$ cat src/hdl/wrc_pkg.sv
// Package for the windowed read cache controller.
// Shared widths, operation codes and register indexes; no dependencies.
`timescale 1ns / 1ps

package wrc_pkg;

	localparam int DATA_W = 32;
	localparam int AMT_W = 33;
	localparam int TOUCH_W = 48;
	localparam int WIDX_W = 4;
	localparam int SUM_W = 35;

	typedef enum logic [1:0] {
		OP_READ     = 2'd0,
		OP_SEEK_SET = 2'd1,
		OP_SEEK_END = 2'd2,
		OP_SEEK_CUR = 2'd3
	} op_t;

	localparam logic REG_FILE_LENGTH = 1'b0;
	localparam logic REG_CACHE_SIZE = 1'b1;

endpackage

$ cat src/hdl/wrc_div.sv
// Division of the cache size by a constant through reciprocal multiplication.
// Uses wrc_pkg for the data width; quotient is registered from the stored dividend.
`timescale 1ns / 1ps

module wrc_div #(
	parameter int DIVISOR = 4
) (
	input  logic                         clk,
	input  logic                         arst_n,
	input  logic                         start,
	input  logic [wrc_pkg::DATA_W-1:0]   dividend,
	output logic                         busy,
	output logic [wrc_pkg::DATA_W-1:0]   quotient
);

	localparam int SHIFT = $clog2(DIVISOR);
	localparam int PROD_W = 2 * wrc_pkg::DATA_W + SHIFT + 1;
	localparam logic [PROD_W-1:0] RECIP =
		((PROD_W'(1) << (wrc_pkg::DATA_W + SHIFT)) + PROD_W'(DIVISOR - 1)) /
		PROD_W'(DIVISOR);

	logic [wrc_pkg::DATA_W-1:0] dividend_q;
	logic                       pend_q;
	logic [wrc_pkg::DATA_W-1:0] quot_q;
	logic [PROD_W-1:0]          prod;

	assign prod = PROD_W'(dividend_q) * RECIP;
	assign busy = pend_q;
	assign quotient = quot_q;

	always_ff @(posedge clk or negedge arst_n) begin
		if (!arst_n) begin
			dividend_q <= '0;
			pend_q <= 1'b0;
			quot_q <= '0;
		end else if (start) begin
			dividend_q <= dividend;
			pend_q <= 1'b1;
		end else if (pend_q) begin
			quot_q <= prod[wrc_pkg::DATA_W + SHIFT +: wrc_pkg::DATA_W];
			pend_q <= 1'b0;
		end
	end

endmodule

$ cat src/hdl/windowed_read_cache_lru.sv
// Windowed read cache controller: sequencer, window tags and LRU scan.
// Depends on wrc_pkg and wrc_div.
`timescale 1ns / 1ps

// A seek goes through the seek and clamp steps to the output step, and a read with
// nothing to deliver goes from the check straight to the output step. A chunk read
// passes the check, the tag and LRU scan, which examines one window per cycle
// and stops at the first hit, a refill step on a miss, and the offset, remainder
// and chunk steps before the output step. After a write to cache_size the window
// size is formed by a reciprocal multiplication in the next cycle, and no
// transaction is accepted during that cycle. Results wait in an output register;
// a config write invalidates all windows and rewinds the position.
module windowed_read_cache_lru #(
	parameter int NUM_WINDOWS = 4
) (
	input  logic         clk,
	input  logic         arst_n,
	input  logic         s_axis_tvalid,
	output logic         s_axis_tready,
	input  logic [39:0]  s_axis_tdata,   // amount[32:0], zero pad
	input  logic [1:0]   s_axis_tuser,   // operation[1:0]
	output logic         m_axis_tvalid,
	input  logic         m_axis_tready,
	// new_position, chunk_bytes, window_index, window_byte_offset,
	// fill_needed, fill_file_offset, fill_bytes, zero pad
	output logic [167:0] m_axis_tdata,
	input  logic         psel,
	input  logic         penable,
	input  logic         pwrite,
	input  logic [2:0]   paddr,
	input  logic [31:0]  pwdata,
	output logic [31:0]  prdata,
	output logic         pready
);

	localparam int IW = $clog2(NUM_WINDOWS);
	localparam int DW = wrc_pkg::DATA_W;
	localparam int TW = wrc_pkg::TOUCH_W;
	localparam int SW = wrc_pkg::SUM_W;

	typedef enum logic [3:0] {
		ST_IDLE,
		ST_SEEK,
		ST_CLAMP,
		ST_CHECK,
		ST_SCAN,
		ST_MISS,
		ST_OFFS,
		ST_REM,
		ST_CHUNK,
		ST_OUT
	} state_t;

	state_t                     state_q;
	wrc_pkg::op_t               op_q;
	logic [wrc_pkg::AMT_W-1:0]  amt_q;
	logic [DW-1:0]              len_q;
	logic [DW-1:0]              csize_q;
	logic [DW-1:0]              pos_q;
	logic [DW-1:0]              size_q;
	logic                       whole_q;
	logic [IW-1:0]              idx_q;
	logic [IW-1:0]              lru_q;
	logic [TW-1:0]              lru_t_q;
	logic [IW-1:0]              hit_q;
	logic [DW-1:0]              base_sel_q;
	logic                       fill_q;
	logic [DW-1:0]              fill_off_q;
	logic [DW-1:0]              fill_len_q;
	logic [DW-1:0]              woff_q;
	logic [DW-1:0]              remain_q;
	logic [DW-1:0]              chunk_q;
	logic [SW-1:0]              sum_q;
	logic [TW-1:0]              cnt_q;
	logic                       out_valid_q;
	logic [167:0]               out_data_q;

	logic [NUM_WINDOWS-1:0]     valid_q;
	logic [TW-1:0]              touched_q [NUM_WINDOWS];
	logic [DW-1:0]              base_q [NUM_WINDOWS];

	logic                       cfg_wr;
	logic                       div_busy;
	logic [DW-1:0]              split_size;
	logic                       in_fire;
	logic [SW-1:0]              amt_ext;
	logic [DW-1:0]              base_cur;
	logic [DW-1:0]              pos_rel;
	logic                       hit_now;
	logic                       last_win;
	logic                       lru_take;
	logic [DW-1:0]              top;
	logic [DW-1:0]              base_new;
	logic [IW-1:0]              victim;
	logic [DW-1:0]              chunk_new;

	wrc_div #(
		.DIVISOR(NUM_WINDOWS)
	) u_div (
		.clk     (clk),
		.arst_n  (arst_n),
		.start   (cfg_wr && (paddr[2] == wrc_pkg::REG_CACHE_SIZE)),
		.dividend(pwdata),
		.busy    (div_busy),
		.quotient(split_size)
	);

	assign pready = 1'b1;
	assign cfg_wr = psel && penable && pwrite && pready;
	assign prdata = (paddr[2] == wrc_pkg::REG_CACHE_SIZE) ? csize_q : len_q;

	assign s_axis_tready = (state_q == ST_IDLE) && !div_busy;
	assign in_fire = s_axis_tvalid && s_axis_tready;
	assign m_axis_tvalid = out_valid_q;
	assign m_axis_tdata = out_data_q;

	assign amt_ext = {{(SW - wrc_pkg::AMT_W){amt_q[wrc_pkg::AMT_W-1]}}, amt_q};

	assign base_cur = base_q[idx_q];
	assign pos_rel = pos_q - base_cur;
	assign hit_now = valid_q[idx_q] && (pos_q >= base_cur) && (pos_rel < size_q);
	assign last_win = whole_q || (idx_q == IW'(NUM_WINDOWS - 1));
	assign lru_take = (idx_q == '0) || (touched_q[idx_q] < lru_t_q);

	assign top = len_q - size_q;
	assign base_new = whole_q ? '0 : ((pos_q < top) ? pos_q : top);
	assign victim = whole_q ? '0 : lru_q;
	assign chunk_new = (amt_q[DW-1:0] < remain_q) ? amt_q[DW-1:0] : remain_q;

	always_ff @(posedge clk) begin
		if (state_q == ST_MISS) begin
			base_q[victim] <= base_new;
		end
	end

	always_ff @(posedge clk or negedge arst_n) begin
		if (!arst_n) begin
			state_q <= ST_IDLE;
			op_q <= wrc_pkg::OP_READ;
			amt_q <= '0;
			len_q <= '0;
			csize_q <= '0;
			pos_q <= '0;
			size_q <= '0;
			whole_q <= 1'b0;
			idx_q <= '0;
			lru_q <= '0;
			lru_t_q <= '0;
			hit_q <= '0;
			base_sel_q <= '0;
			fill_q <= 1'b0;
			fill_off_q <= '0;
			fill_len_q <= '0;
			woff_q <= '0;
			remain_q <= '0;
			chunk_q <= '0;
			sum_q <= '0;
			cnt_q <= TW'(1);
			out_valid_q <= 1'b0;
			out_data_q <= '0;
			valid_q <= '0;
			for (int i = 0; i < NUM_WINDOWS; i++) begin
				touched_q[i] <= '0;
			end
		end else begin
			if (out_valid_q && m_axis_tready && (state_q != ST_OUT)) begin
				out_valid_q <= 1'b0;
			end
			if (cfg_wr) begin
				if (paddr[2] == wrc_pkg::REG_CACHE_SIZE) begin
					csize_q <= pwdata;
				end else begin
					len_q <= pwdata;
				end
				valid_q <= '0;
				pos_q <= '0;
				for (int i = 0; i < NUM_WINDOWS; i++) begin
					touched_q[i] <= '0;
				end
			end
			case (state_q)
				ST_IDLE: begin
					if (in_fire) begin
						op_q <= wrc_pkg::op_t'(s_axis_tuser);
						amt_q <= s_axis_tdata[wrc_pkg::AMT_W-1:0];
						hit_q <= '0;
						fill_q <= 1'b0;
						fill_off_q <= '0;
						fill_len_q <= '0;
						woff_q <= '0;
						chunk_q <= '0;
						state_q <= (wrc_pkg::op_t'(s_axis_tuser) == wrc_pkg::OP_READ) ?
							ST_CHECK : ST_SEEK;
					end
				end
				ST_SEEK: begin
					case (op_q)
						wrc_pkg::OP_SEEK_SET: sum_q <= amt_ext;
						wrc_pkg::OP_SEEK_END: sum_q <= SW'(len_q) - amt_ext;
						wrc_pkg::OP_SEEK_CUR: sum_q <= SW'(pos_q) + amt_ext;
						default: sum_q <= '0;
					endcase
					state_q <= ST_CLAMP;
				end
				ST_CLAMP: begin
					if (sum_q[SW-1]) begin
						pos_q <= '0;
					end else if (sum_q[SW-2:0] > (SW - 1)'(len_q)) begin
						pos_q <= len_q;
					end else begin
						pos_q <= sum_q[DW-1:0];
					end
					state_q <= ST_OUT;
				end
				ST_CHECK: begin
					if (amt_q[wrc_pkg::AMT_W-1] || (amt_q == '0) || (pos_q >= len_q)) begin
						state_q <= ST_OUT;
					end else begin
						whole_q <= len_q <= csize_q;
						size_q <= (len_q <= csize_q) ? len_q : split_size;
						idx_q <= '0;
						state_q <= ST_SCAN;
					end
				end
				ST_SCAN: begin
					if (hit_now) begin
						hit_q <= idx_q;
						base_sel_q <= base_cur;
						state_q <= ST_OFFS;
					end else begin
						if (lru_take) begin
							lru_q <= idx_q;
							lru_t_q <= touched_q[idx_q];
						end
						if (last_win) begin
							state_q <= ST_MISS;
						end else begin
							idx_q <= idx_q + 1'b1;
						end
					end
				end
				ST_MISS: begin
					valid_q[victim] <= 1'b1;
					hit_q <= victim;
					base_sel_q <= base_new;
					fill_q <= 1'b1;
					fill_off_q <= base_new;
					fill_len_q <= size_q;
					state_q <= ST_OFFS;
				end
				ST_OFFS: begin
					woff_q <= pos_q - base_sel_q;
					state_q <= ST_REM;
				end
				ST_REM: begin
					remain_q <= size_q - woff_q;
					state_q <= ST_CHUNK;
				end
				ST_CHUNK: begin
					chunk_q <= chunk_new;
					pos_q <= pos_q + chunk_new;
					touched_q[hit_q] <= cnt_q;
					cnt_q <= cnt_q + 1'b1;
					state_q <= ST_OUT;
				end
				ST_OUT: begin
					if (!out_valid_q || m_axis_tready) begin
						out_valid_q <= 1'b1;
						out_data_q <= {3'b000, fill_len_q, fill_off_q, fill_q, woff_q,
							wrc_pkg::WIDX_W'(hit_q), chunk_q, pos_q};
						state_q <= ST_IDLE;
					end
				end
				default: begin
					state_q <= ST_IDLE;
				end
			endcase
		end
	end

endmodule
$ cat config.mk
export PLATFORM = sky130hd
export DESIGN_NAME = windowed_read_cache_lru
export DESIGN_NICKNAME = d
export VERILOG_FILES = /design/src/hdl/wrc_pkg.sv /design/src/hdl/wrc_div.sv /design/src/hdl/windowed_read_cache_lru.sv
export SDC_FILE = /design/constraint.sdc
export NUM_CORES = 2
export LEC_CHECK = 0
export ABC_AREA = 1
export ABC_CLOCK_PERIOD_IN_PS = 5300
export BUFFER_PORTS_ARGS = -buffer_cell sky130_fd_sc_hd__buf_2
export CAP_MARGIN = 10
export CORE_ASPECT_RATIO = 1.5
export CORE_MARGIN = 3
export CORE_UTILIZATION = 30
export CTS_BUF_LIST = sky130_fd_sc_hd__clkbuf_8 sky130_fd_sc_hd__clkbuf_16
export CTS_CLUSTER_SIZE = 28
export DETAILED_ROUTE_END_ITERATION = 8
export GPL_TIMING_DRIVEN = 0
export PLACE_DENSITY_LB_ADDON = 0.12
export REMOVE_ABC_BUFFERS = 1
export SETUP_SLACK_MARGIN = 0.2
export SLEW_MARGIN = 5
export SYNTH_ARGS = -nofsm -noshare
export SYNTH_HDL_FRONTEND = slang
export SYNTH_SLANG_ARGS = --single-unit
$ cat constraint.sdc
create_clock -name clk -period 5.3 [get_ports clk]
set_input_delay 0.53 -clock clk [delete_from_list [all_inputs] [get_ports clk]]
set_output_delay 0.53 -clock clk [all_outputs]
set_load 0.01 [all_outputs]
* Yosys cells after proc, flatten, opt, wreduce, memory -nomap -nowiden *
Memory sizes are Yosys's and may differ from the RTL's.
Cells that the tools add are included.

operators by class
  add/sub/neg operators = 9
  order comparisons = 14
  equal/unequal tests = 21
  muxes and demuxes = 54
  bitwise logic cells = 7
  reduce and logical (&&, ||, !) cells = 44

operators with widths
  cell                                                  count
  2-to-1 mux 192 bit                                    2
  one-hot mux 32 bit (2 select lines)                   6
  2-to-1 mux 32 bit                                     10
  bitwise mux 192 bit                                   1
  2-to-1 mux 48 bit                                     3
  subtractor 32 bit                                     4
  one-hot mux 35 bit (3 select lines)                   1
  binary-select mux 48 bit (select 2 bit)               1
  demux 48 bit (select 2 bit)                           1
  less-than comparator 32 bit                           3
  >= comparator 32 bit                                  2
  adder 48 x 1 -> 48 bit (second input constant)        1
  less-than comparator 48 bit                           1
  one-hot mux 4 bit (9 select lines)                    1
  adder 33 x 33 -> 34 bit                               1
  greater-than comparator 34 x 32 -> 1 bit              1
  subtractor 33 x 33 -> 34 bit                          1
  logical NOT 33 bit                                    1
  adder 32 bit                                          1
  less-or-equal comparator 32 bit                       1
  2-to-1 mux 4 bit                                      7
  AND reduction 2 bit                                   10
  equality test 4 x 3 -> 1 bit (second input constant)  4
  2-to-1 mux 2 bit                                      7
  other kinds (32)                                      78

word-level totals
  register bits after elaboration = 921
  bits in writable memories = 128
  input bits = 84
  logic and storage cells = 181
  memories kept = 1

memory list
  memory  depth  width  read ports  clocked after memory_dff  wr ports  line                           RTL
  base_q  4      32     1           0                         1         windowed_read_cache_lru.sv:80  logic [DW-1:0] base_q [NUM_WINDOWS];

* Longest topological paths before layout *
  depth in word-level cells = 7
  depth in mapped cells = 32

* Cells and area by module *
From an unflattened synthesis, not the netlist that was laid out.

second synthesis, totals
  cells, all modules = 7967
  area total of the unflattened synthesis = 62248.5 um^2

by module, submodules not included
  module                   times used  cells each  area an instance (um^2)
  windowed_read_cache_lru  1           7706        59913.7
  wrc_div                  1           261         2334.7

* Least setup slack after synthesis *
No wires, ideal clock.

  kind = flip-flop to flip-flop
  start = register idx_q[0]
  end = register lru_q[0]
  arrival time = 4.445 ns
  path slack = 0.738 ns
  cell stages (with the launch flop) = 30
  buffers on the path = 4
  clock period less this slack = 4.562 ns
  path through = dfrtp_1 > buf_2 > clkbuf_1 > clkbuf_1 > nand2_1 > a32oi_1 > inv_1 > ha_1 > a21oi_1 > o21ai_1 > a21oi_1 > o21ai_0 > nand2_1 > nand2_1 > a21oi_1 > o21ai_0 > xor2_1 > ha_1 > nand2_1 > nor2_1 > nand4_1 > nor4_1 > nand2_1 > nand3_1 > nand2_1 > inv_2 > nand2_2 > buf_4 > nand2_1 > nand2_1

between the ends
  longest elaborated chain between the ends = 7
  elaborated cells between the ends (all ways) = 17
  those cells by class = add/sub (1); order compare (3); mux (5); bitwise (2); reduce/logical (5); memory (1)

ends and longest elaborated chain
  item                                                              line                            RTL
  from (decl)                                                       windowed_read_cache_lru.sv:62   logic [IW-1:0] idx_q;
  from (signal assigned)                                            windowed_read_cache_lru.sv:238  idx_q <= idx_q + 1'b1;
  branches (longest 7 deep; another with memory read (4 x 32 bit))  n/a
  to (signal assigned)                                              windowed_read_cache_lru.sv:232  lru_q <= idx_q;
  to (decl)                                                         windowed_read_cache_lru.sv:63   logic [IW-1:0] lru_q;

Several ways; the timed one is not identified. The select of a mux whose other input is x is not followed.
A chain may end at the register's enable or synchronous reset.

* Worst setup path in the final report *
  start = register idx_q[1]
  end = register lru_t_q[0]

between the ends
  longest elaborated chain between the ends = 7
  elaborated cells between the ends (all ways) = 17
  those cells by class = add/sub (1); order compare (3); mux (5); bitwise (2); reduce/logical (5); memory (1)

ends and longest elaborated chain
  item                                                              line                            RTL
  branches (longest 7 deep; another with memory read (4 x 32 bit))  n/a
  to (signal assigned)                                              windowed_read_cache_lru.sv:233  lru_t_q <= touched_q[idx_q];
  to (decl)                                                         windowed_read_cache_lru.sv:64   logic [TW-1:0] lru_t_q;

Several ways; the timed one is not identified. The select of a mux whose other input is x is not followed.

==> impl_metrics.tcl <==
set metrics [dict create \
    clk_pin_slew_ns 0.07 \
    grt.busiest_layer "met2" \
    drv_slew 0 \
    syn_area_per_cell_sq_um 7.83 \
    finalWirelength_um 276000 \
    die_h_um 557 \
    setup_viol 0 \
    final_common_cell "nand2_1" \
    grt_pass1_vias 57200 \
    power_w 0.0523 \
    arrival_ns 5.68 \
    nets 8615 \
    comb_power_share_pct 60.1 \
    grt_overflow 0 \
    dpl-instance-area_sq_mm 0.0657 \
    insertion_delay_ns 0.79 \
    synth_cell_types 61 \
    finalHoldViolCount 0 \
    r2r_cells 29 \
    r2r_setup_slack_ns 0.25 \
    fmaxAchievable_mhz 198 \
    grtUsageMet1_pct 27.4 \
    grt_max_degree 141 \
    vias 56100 \
    grt_pass1_wl_um 393000 \
    portBuffers 271 \
    gp_congestion 0.963 \
    p_sw_share_pct 51.9 \
    critPathMaxFanout 7 \
    coreArea_sq_mm 0.201 \
    power_frac_seq_pct 23.2 \
    skew_ns 0.0595 \
    drc_errors 0 \
    reg2reg_to "lru_t_q[0]" \
    fillers 21300 \
    cp-start-kind "register" \
    antenna_left 0 \
    end_kind "register" \
    status "completed" \
    dieArea_sq_mm 0.208 \
    r2r-start "idx_q[1]" \
    postLayoutCellArea_sq_mm 0.0728 \
    synthCells 7759 \
    min-delay-start "pwdata[25]" \
    htreeDepth 3 \
    yosysWarnings 0 \
    rsz0062_at_grt "true" \
    p_switching_w 0.0271 \
    dr.first_iter.drc_count 3599 \
    slew_headroom_pct 13.8 \
    async_flop_share_pct 87.4 \
    track_usage_pct 25.9 \
    firstDrtPassIters 6 \
    cp.required_ns 5.92 \
    fin_util_pct 36.3 \
    io_pins 287 \
    worstMarginPinSlew_ns 1.28 \
    num_rows 201 \
    period_share_pct 95.3 \
    max_cap_viol_count 0 \
    synthFlopType "dfrtp_1" \
    initial_core_util_pct 30.3 \
    crit_path_frequent_cell "nand2_1" \
    grt_antenna_before_repair 2 \
    internal_power_w 0.0251 \
    synth_area_sq_mm 0.0607 \
    avgViaCountPerCell 5.19 \
    wl_per_cell_um 25.5 \
    critical_path_class "register to register" \
    globalRouteMet2Util_pct 47.7 \
    synth_edf_count 128 \
    layout-drive-gt1-share_pct 10.9 \
    cts-root-buf "clkbuf_16" \
    min_path_cells 3 \
    syn_to_final_growth_pct 19.9 \
    p_leak_nw 33.9 \
    cts_tree "built" \
    clockBufferDepth 3 \
    power.density_mw_per_mm2 718 \
    layout_common_cells "1,717 x nand2_1, 952 x o21ai_0, 884 x dfrtp_1" \
    yosysSeqAreaShare_pct 42.9 \
    fin_crit_ns 5.05 \
    cts.sinks 1016 \
    hold_class "primary input to register" \
    die_x_um 373 \
    met3_usage_pct 3.13 \
    min_to "u_div.dividend_q[25]" \
    hpwl_um 208000 \
    slowest_delay_ns 0.49 \
    crit_slowest_cell "dfrtp_4" \
    clkPwrFrac_pct 16.7 \
    cts_buffers 109 \
    ir_drop_mv 0.441 \
    ys_seq_elements 1016 \
]
-- cell type report --
cell class / instances / area (sq um) / share of cell area, %
clock inverters: 89 / 1200 / 1.65
well taps: 2639 / 3300 / 4.54
diodes: 5 / 12.5 / 0.0172
repair buffers: 485 / 4340 / 5.96
multi-input cells: 5614 / 31700 / 43.5
inverters: 829 / 3200 / 4.39
repair inverters: 8 / 138 / 0.189
flip-flops and latches: 1016 / 26100 / 35.8
clock buffers: 117 / 2840 / 3.90
-- cells by family (layout without fill, tap and decap cells) --
| logic type | after synthesis | after routing | share of synthesized area, % |
|---|---|---|---|
| simple gates | 3210 | 3217 | 22.4 |
| other cells | 2 | 11 | 0.0124 |
| compound gates | 1780 | 1780 | 15.7 |
| fa+ha+maj | 468 | 468 | 9.73 |
| buf+inv | 1140 | 1528 | 7.18 |
| mux | 1 | 1 | 0.0185 |
| xor+xnor | 142 | 142 | 2.05 |
| flops | 1016 | 1016 | 42.9 |
-- cell usage after synthesis (3+ instances only) --
| cell | number | area (sq um) |
|---|---|---|
| dfrtp_1 | 887 | 22200 |
| buf_4 | 11 | 82.6 |
| a31oi_1 | 12 | 75.1 |
| o211ai_1 | 26 | 195 |
| ha_1 | 461 | 5770 |
| nand4_1 | 74 | 463 |
| a211oi_1 | 8 | 60.1 |
| o21bai_1 | 20 | 150 |
| inv_1 | 814 | 3060 |
| o221ai_1 | 9 | 78.8 |
| nor2_2 | 3 | 18.8 |
| a21boi_0 | 16 | 120 |
| or2_2 | 26 | 163 |
| a21o_1 | 23 | 173 |
| nand2_2 | 3 | 18.8 |
| clkinv_1 | 7 | 26.3 |
| nand3_1 | 675 | 3380 |
| a21oi_1 | 502 | 2510 |
| buf_1 | 38 | 143 |
| o21ai_1 | 12 | 60.1 |
| o21a_1 | 22 | 165 |
| nor2_1 | 523 | 1960 |
| nand2_1 | 1755 | 6590 |
| o21ai_0 | 988 | 4940 |
| a221oi_1 | 4 | 35.0 |
| o22ai_1 | 102 | 638 |
| nor4_1 | 31 | 194 |
| edfxtp_1 | 128 | 3840 |
| xor2_1 | 93 | 815 |
| nor3_2 | 3 | 30.0 |
| buf_2 | 33 | 165 |
| fa_1 | 7 | 140 |
| clkbuf_1 | 229 | 860 |
| nor3_4 | 3 | 48.8 |
| a32oi_1 | 27 | 236 |
| inv_2 | 7 | 26.3 |
| xnor2_1 | 49 | 429 |
| nand3b_1 | 24 | 180 |
| nand3_2 | 3 | 30.0 |
| nor3_1 | 73 | 365 |
-- state kept, by name, summed over array words and instances (netlist names), 4 cells and up --
register          flops
base_sel_q           32
len_q                32
size_q               32
lru_t_q              48
woff_q               32
fill_off_q           32
base_q              128
remain_q             32
u_div.quotient       30
pos_q                32
u_div.dividend_q     32
m_axis_tdata        163
state_q               4
chunk_q              32
amt_q                33
touched_q           192
sum_q                34
cnt_q                48
fill_len_q           32
valid_q               4
-- power groups by stage --
stage / registers, W / logic, W / clock network, W
3_5_place_dp: 0.0123 / 0.0286 / 0
4_1_cts: 0.0121 / 0.0309 / 0.00899
6_report: 0.0121 / 0.0314 / 0.00875
5_1_grt: 0.0123 / 0.0343 / 0.00927
3_3_place_gp: 0.0125 / 0.0279 / 0
2_1_floorplan: 0.0115 / 0.0172 / 0
-- per-stage QoR --
stage | std cells | hold WS (ns) | worst slack, ns | setup TNS, ns
4_1_cts | 10800 | 0.00151 | 0.112 | 0
5_1_grt | 10800 | 0.0197 | 0.126 | 0
6_report | 10800 | 0.0506 | 0.247 | 0
2_1_floorplan | 7452 | 0.234 | -3.72 | -567.09
3_5_place_dp | 10400 | 0.458 | -2.58 | -418.77
3_3_place_gp | 10400 | 0.454 | -17.99 | -
-- per-layer routing --
| layer | up-vias | share of wire (%) |
|---|---|---|
| li1 | 26700 | - |
| met1 | 27300 | 36 |
| met2 | 1502 | 52 |
| met3 | 592 | 3.9 |
| met4 | 0 | 8.1 |
| met5 | - | 0 |
-- worst max-delay path, delay by kind of cell, from the launching register on --
family | cells | cell delay, ns
buf+inv | 9 | 1.27
fa+ha+maj | 2 | 0.55
compound gates | 10 | 1.63
xor+xnor | 1 | 0.23
simple gates | 7 | 0.68
flops | 1 | 0.49
-- repair_timing --
item,4_1_cts,5_1_grt
buffers inserted,66,16
hold buffers,63,0
hold endpoints to repair,190,0
gates cloned,18,6
resized for setup,229,73
pin swaps,71,49
endpoints found under the setup margin,269,263
-- worst max path at each step --
stage	end	startpoint	slack [ns]
CTS	pos_q[28]	remain_q[15]	0.11
detailed placement	base_sel_q[17]	idx_q[1]	-2.58
finish	lru_t_q[0]	idx_q[1]	0.25
global route	lru_t_q[7]	idx_q[1]	0.13
global placement	amt_q[4]	arst_n	-17.99
floorplan	base_sel_q[17]	idx_q[0]	-3.72
No activity file was read; power rests on OpenSTA's default activity.
